--- src/hdl/pca_pkg.sv ---
// ----------------------------------------------------------------------------
// pca_pkg: shared types and constants of the polygon centroid and area block.
// Holds the status codes, the controller states, and the command and status
// records exchanged between the controller and the datapath.
// ----------------------------------------------------------------------------
`default_nettype none
package pca_pkg;

  // Widths of the accumulators and of the result fields.
  localparam int unsigned AreaW   = 43;
  localparam int unsigned MomW    = 58;
  localparam int unsigned CentW   = 24;
  localparam int unsigned OutAreaW = 42;
  localparam int unsigned DivW    = 67;   // moment shifted by eight fraction bits
  localparam int unsigned DenW    = 45;   // three times the area sum

  typedef enum logic [1:0] {
    StatusOk       = 2'd0,
    StatusFew      = 2'd1,
    StatusZeroArea = 2'd2,
    StatusTooMany  = 2'd3
  } status_e;

  typedef enum logic [3:0] {
    StIdle,
    StMul1,
    StMul2,
    StMom,
    StAcc,
    StCheck,
    StDivX,
    StStartY,
    StDivY,
    StDone
  } state_e;

  // Commands from the controller to the datapath.
  typedef struct packed {
    logic load;      // capture the new vertex
    logic close;     // select the closing edge (previous to first)
    logic mul1;      // first cross product
    logic mul2;      // second cross product
    logic mom;       // moment products
    logic acc;       // accumulate the edge
    logic div_start; // start a division
    logic div_sel_y; // divide the y moment
    logic clear;     // clear the polygon state
  } dp_cmd_t;

  // Status from the datapath to the controller.
  typedef struct packed {
    logic last;       // the held vertex closes the polygon
    logic count_zero; // no vertex taken yet
    logic count_full; // vertex count reached the limit
    logic too_many;   // polygon overflowed
    logic few;        // fewer than three vertices
    logic area_zero;  // closed area sum is zero
    logic div_done;   // divider finished
  } dp_stat_t;

endpackage
`default_nettype wire

--- src/hdl/pca_ctrl.sv ---
// ----------------------------------------------------------------------------
// pca_ctrl: controller of the polygon centroid and area block.
// Steps each vertex through multiply and accumulate, then closes and divides.
// ----------------------------------------------------------------------------
`default_nettype none
module pca_ctrl (
  input  logic              clk_i,
  input  logic              rst_ni,
  input  logic              start_i,
  output logic              busy_o,
  output logic              done_o,
  output pca_pkg::status_e  status_o,
  output pca_pkg::dp_cmd_t  cmd_o,
  input  pca_pkg::dp_stat_t stat_i
);
  import pca_pkg::*;

  state_e  state_q, state_d;
  logic    close_q, close_d;
  status_e st_q, st_d;

  // Next state.
  always_comb begin
    state_d = state_q;
    close_d = close_q;
    st_d    = st_q;
    unique case (state_q)
      StIdle: if (start_i) state_d = StMul1;
      StMul1: begin
        // The load already ran; skip the edge when there is none to add.
        if (!close_q && (stat_i.too_many || stat_i.count_zero)) begin
          state_d = stat_i.last ? StCheck : StIdle;
        end else if (!close_q && stat_i.count_full && stat_i.last) begin
          state_d = StMul2;
        end else begin
          state_d = StMul2;
        end
      end
      StMul2: state_d = StMom;
      StMom:  state_d = StAcc;
      StAcc:  state_d = (close_q || stat_i.last) ? StCheck : StIdle;
      StCheck: begin
        // After the closing edge the area sum is final.
        if (close_q) begin
          close_d = 1'b0;
          state_d = stat_i.area_zero ? StDone : StDivX;
          st_d    = stat_i.area_zero ? StatusZeroArea : StatusOk;
        end else if (stat_i.too_many) begin
          st_d = StatusTooMany;
          state_d = StDone;
        end else if (stat_i.few) begin
          st_d = StatusFew;
          state_d = StDone;
        end else begin
          close_d = 1'b1;
          state_d = StMul1;
        end
      end
      StDivX:   if (stat_i.div_done) state_d = StStartY;
      StStartY: state_d = StDivY;
      StDivY:   if (stat_i.div_done) state_d = StIdle;
      StDone:   state_d = StIdle;
      default:  state_d = StIdle;
    endcase
  end

  // Commands.
  always_comb begin
    cmd_o = '0;
    done_o = 1'b0;
    unique case (state_q)
      StIdle: cmd_o.load = start_i;
      StMul1: cmd_o.mul1 = 1'b1;
      StMul2: cmd_o.mul2 = 1'b1;
      StMom:  cmd_o.mom  = 1'b1;
      StAcc:  cmd_o.acc  = 1'b1;
      // The x division starts as soon as the closed area is known nonzero.
      StCheck: cmd_o.div_start = close_q && !stat_i.area_zero;
      StStartY: begin
        cmd_o.div_sel_y = 1'b1;
        cmd_o.div_start = 1'b1;
      end
      StDivY: begin
        cmd_o.div_sel_y = 1'b1;
        done_o          = stat_i.div_done;
        cmd_o.clear     = stat_i.div_done;
      end
      StDone: begin
        done_o      = 1'b1;
        cmd_o.clear = 1'b1;
      end
      default: ;
    endcase
    cmd_o.close = close_q;
  end

  always_ff @(posedge clk_i or negedge rst_ni) begin
    if (!rst_ni) begin
      state_q <= StIdle;
      close_q <= 1'b0;
      st_q    <= StatusOk;
    end else begin
      state_q <= state_d;
      close_q <= close_d;
      st_q    <= st_d;
    end
  end

  assign busy_o   = (state_q != StIdle);
  assign status_o = st_q;

endmodule
`default_nettype wire

--- config.mk ---
export PLATFORM = sky130hd
export DESIGN_NAME = pca_ctrl
export DESIGN_NICKNAME = d
export VERILOG_FILES = /design/src/hdl/pca_pkg.sv /design/src/hdl/pca_ctrl.sv
export SDC_FILE = /design/constraint.sdc
export NUM_CORES = 1
export LEC_CHECK = 0
export ABC_AREA = 1
export BUFFER_PORTS_ARGS = -buffer_cell sky130_fd_sc_hd__buf_2
export CAP_MARGIN = 20
export CORE_AREA = 8 8 45 47
export DETAILED_ROUTE_END_ITERATION = 12
export DIE_AREA = 0 0 53 55
export PLACE_DENSITY = 0.63
export SYNTH_ARGS = -nofsm -noshare
export SYNTH_HDL_FRONTEND = slang
export SYNTH_SLANG_ARGS = --single-unit
--- constraint.sdc ---
create_clock -name clk_i -period 1.5 [get_ports clk_i]
set_input_delay 0.15 -clock clk_i [delete_from_list [all_inputs] [get_ports clk_i]]
set_output_delay 0.15 -clock clk_i [all_outputs]
set_load 0.01 [all_outputs]
==> impl_metrics.py <==
metrics = {
    "yosys": {
        "synthTopCellsByArea": "dfrtp_1, nand2_1, nor2_1, inv_1, nor2_4",
        "syn_avg_cell_area_um2": 6.77,
        "yosysUniqueCellTypes": 16,
        "synthesis.instances": 73,
        "syn_nets": 83,
        "ys_warn_count": 0,
        "synth-seq-cells": 7,
        "yosys.area.top_type": "dfrtp_1",
        "yosysTopAreaCellShare_pct": 35.4,
        "seq_area_frac_synth_pct": 35.4,
        "netlist_area_um2": 494,
    },
    "placement": {
        "placed_area_um2": 612,
        "dpl.cell_count": 109,
        "gp_congestion": 0.810,
        "dp_hpwl_um": 999,
        "place_ws_ns": 0.310,
        "port-buffer-count": 21,
    },
    "drt": {
        "drc_errors": 0,
        "vias": 528,
        "drtAntennaViolNets": 0,
        "vias_per_cell": 4.59,
        "totalWireLength_um": 1220,
        "wl_per_cell_um": 10.6,
        "first_pass_iters": 4,
        "drt_iter0_drc": 5,
    },
    "clock_tree": {
        "cts_sinks": 7,
        "cts_buffer_depth": 2,
        "ctsHtreeMaxLevel": 1,
        "clockRootBuffer": "clkbuf_4",
        "clk_pin_slew_ns": 0.05,
        "cts_buffers": 3,
        "cts_tree": "built",
        "insertion_delay_ns": 0.25,
    },
    "grt": {
        "grtUsageMet3_pct": 1.87,
        "grt-ovfl-total": 0,
        "use_met2_pct": 11.5,
        "grt_pass1_vias": 474,
        "grt_usage_pct": 8.84,
        "grt_pass1_wl_um": 1930,
        "grt_max_degree": 9,
        "grt_use_met1_pct": 11.8,
        "antenna_found_initial": 0,
        "global_route.peak_usage_layer": "met1",
    },
    "setup_path": {
        "crit_chain": "inv_2 > nand2_2 > nor2_2 > inv_1 > o22ai_2 > buf_2",
        "path_class": "reg2out",
        "cp_max_fo": 6,
        "worst_path_largest_cell_delay_ns": 0.45,
        "crit_slowest_cell": "dfrtp_2",
        "cp-end-kind": "output pin",
        "cp_data_arrival_time_ns": 1.26,
        "start_kind": "flop",
        "crit_family": "flip-flops",
        "crit_required_ns": 1.35,
        "cp_num_buf_inv": 3,
    },
    "finish": {
        "num_antenna_cells": 0,
        "drive_above_1_share_pct": 44.4,
        "syn_to_final_growth_pct": 37.7,
        "fin_nets": 110,
        "final_core_util_pct": 49.2,
        "design_area_um2": 681,
        "stdcell_count": 115,
    },
    "sta": {
        "hold_viol": 0,
        "holdWs_ns": 0.221,
        "drv_slew": 0,
        "layout_min_cycle_time_ns": 1.41,
        "worst_pin_slew_ns": 0.433,
        "timing.fmax_ghz": 0.711,
        "max_slew_margin_pct": 70.8,
        "finalSetupViolations": 0,
        "skew_ns": 0.00611,
        "layout_setup_ws_ns": 0.0930,
        "post-route-period-util_pct": 93.8,
    },
    "floorplanning": {
        "die-height_um": 55,
        "core_um2": 1380,
        "fp-row-count": 14,
        "start_util_pct": 35.7,
        "die_area_um2": 2920,
        "die_w_um": 53,
        "io_pins": 23,
    },
    "power_and_ir_drop": {
        "p_leak_uw": 0.000374,
        "power.density_nw_per_um2": 1960,
        "ir_drop_uv": 773,
    },
    "hold_path": {
        "min_path_type": "in2reg",
    },
    "outcome": {
        "outcome": "complete, no violations",
    },
    "job": {
        "drv_cap": 0,
    },
}
-- final timing paths --
kind	end	depth (start not counted)	startpoint	slack, ns
worst max-delay path	done_o	6	state_q[0]$_DFFE_PN0P_	0.09
worst min-delay path	status_o[1]$_DFFE_PN0P_	3	stat_i[3]	0.22
worst max register to register	state_q[2]$_DFFE_PN0P_	5	close_q$_DFFE_PN0P_	0.30
worst min register to register	status_o[1]$_DFFE_PN0P_	2	status_o[1]$_DFFE_PN0P_	0.51
max in group asynchronous	state_q[0]$_DFFE_PN0P_	2	rst_ni	1.06
min in group asynchronous	state_q[3]$_DFFE_PN0P_	2	rst_ni	0.26
-- metal layers --
layer	vias to the layer above	part of all wire [%]
li1	282	-
met3	4	8.5
met4	0	2.4
met1	220	51
met5	-	0
met2	22	38
-- worst register-to-register path: stages (launching register included) --
cell and delay, ns:
dfrtp_1 0.45, or2_2 0.32, nand2_1 0.09, nand2_1 0.05
nor2_1 0.10, nand2_1 0.06
-- layout make-up --
type	instances	area, µm²
fillers	141	703
multi-input cells	51	279
flip-flops and latches	7	176
repair buffers	24	130
inverters	13	48.8
clock buffers	4	26.3
well taps	16	20.0
-- placed cells by master (no fill, tap or decap) --
| cell type | n |
|---|---|
| a21oi_1 | 3 |
| buf_2 | 21 |
| buf_4 | 2 |
| clkbuf_1 | 1 |
| clkbuf_4 | 3 |
| dfrtp_1 | 6 |
| dfrtp_2 | 1 |
| dlygate4sd3_1 | 1 |
| inv_1 | 9 |
| inv_2 | 4 |
| nand2_1 | 12 |
| nand2_2 | 5 |
| nand2_4 | 1 |
| nand3_1 | 3 |
| nand4_1 | 1 |
| nor2_1 | 12 |
| nor2_2 | 1 |
| nor2_4 | 4 |
| nor3_1 | 1 |
| o211ai_1 | 2 |
| o21ai_0 | 4 |
| o22ai_2 | 1 |
| or2_2 | 1 |
-- per-stage QoR --
step	power (µW)	TNS (ns)
6_report	1330	0
2_1_floorplan	876	0
4_1_cts	1260	0
3_3_place_gp	1080	0
5_1_grt	1460	-0.00784
3_5_place_dp	1080	0
-- kinds of logic (layout without fill, tap and decap cells) --
family / Yosys count / count (layout) / synth area share (%)
AOI/OAI and AO/OA: 10 / 10 / 11.4
buffers and inverters: 15 / 41 / 12.9
DFF: 7 / 7 / 35.4
and+or+nand+nor: 41 / 41 / 40.3
-- where the power goes --
group          switching (µW)  internal, µW
combinational             480           309
sequential               98.7           278
clock                    66.4           101
total                     645           689
-- Yosys cell counts, drive strengths merged --
library cell / n
nor3: 1
dfrtp: 7
or2: 1
nand4: 1
nand2: 18
o211ai: 2
nor2: 17
o22ai: 1
o21ai: 4
a21oi: 3
buf: 2
inv: 13
nand3: 3
-- state kept, by name (all words and copies together) (netlist names) --
| name | count |
|---|---|
| status_o | 2 |
| close_q | 1 |
| state_q | 4 |
-- what timing repair did --
action,in CTS,in global routing
buffers inserted,0,1
resized for setup,0,11
hold buffers,1,0
setup endpoints to repair,0,5
hold endpoints to repair,7,0
Power figures use the tool's default switching activity.
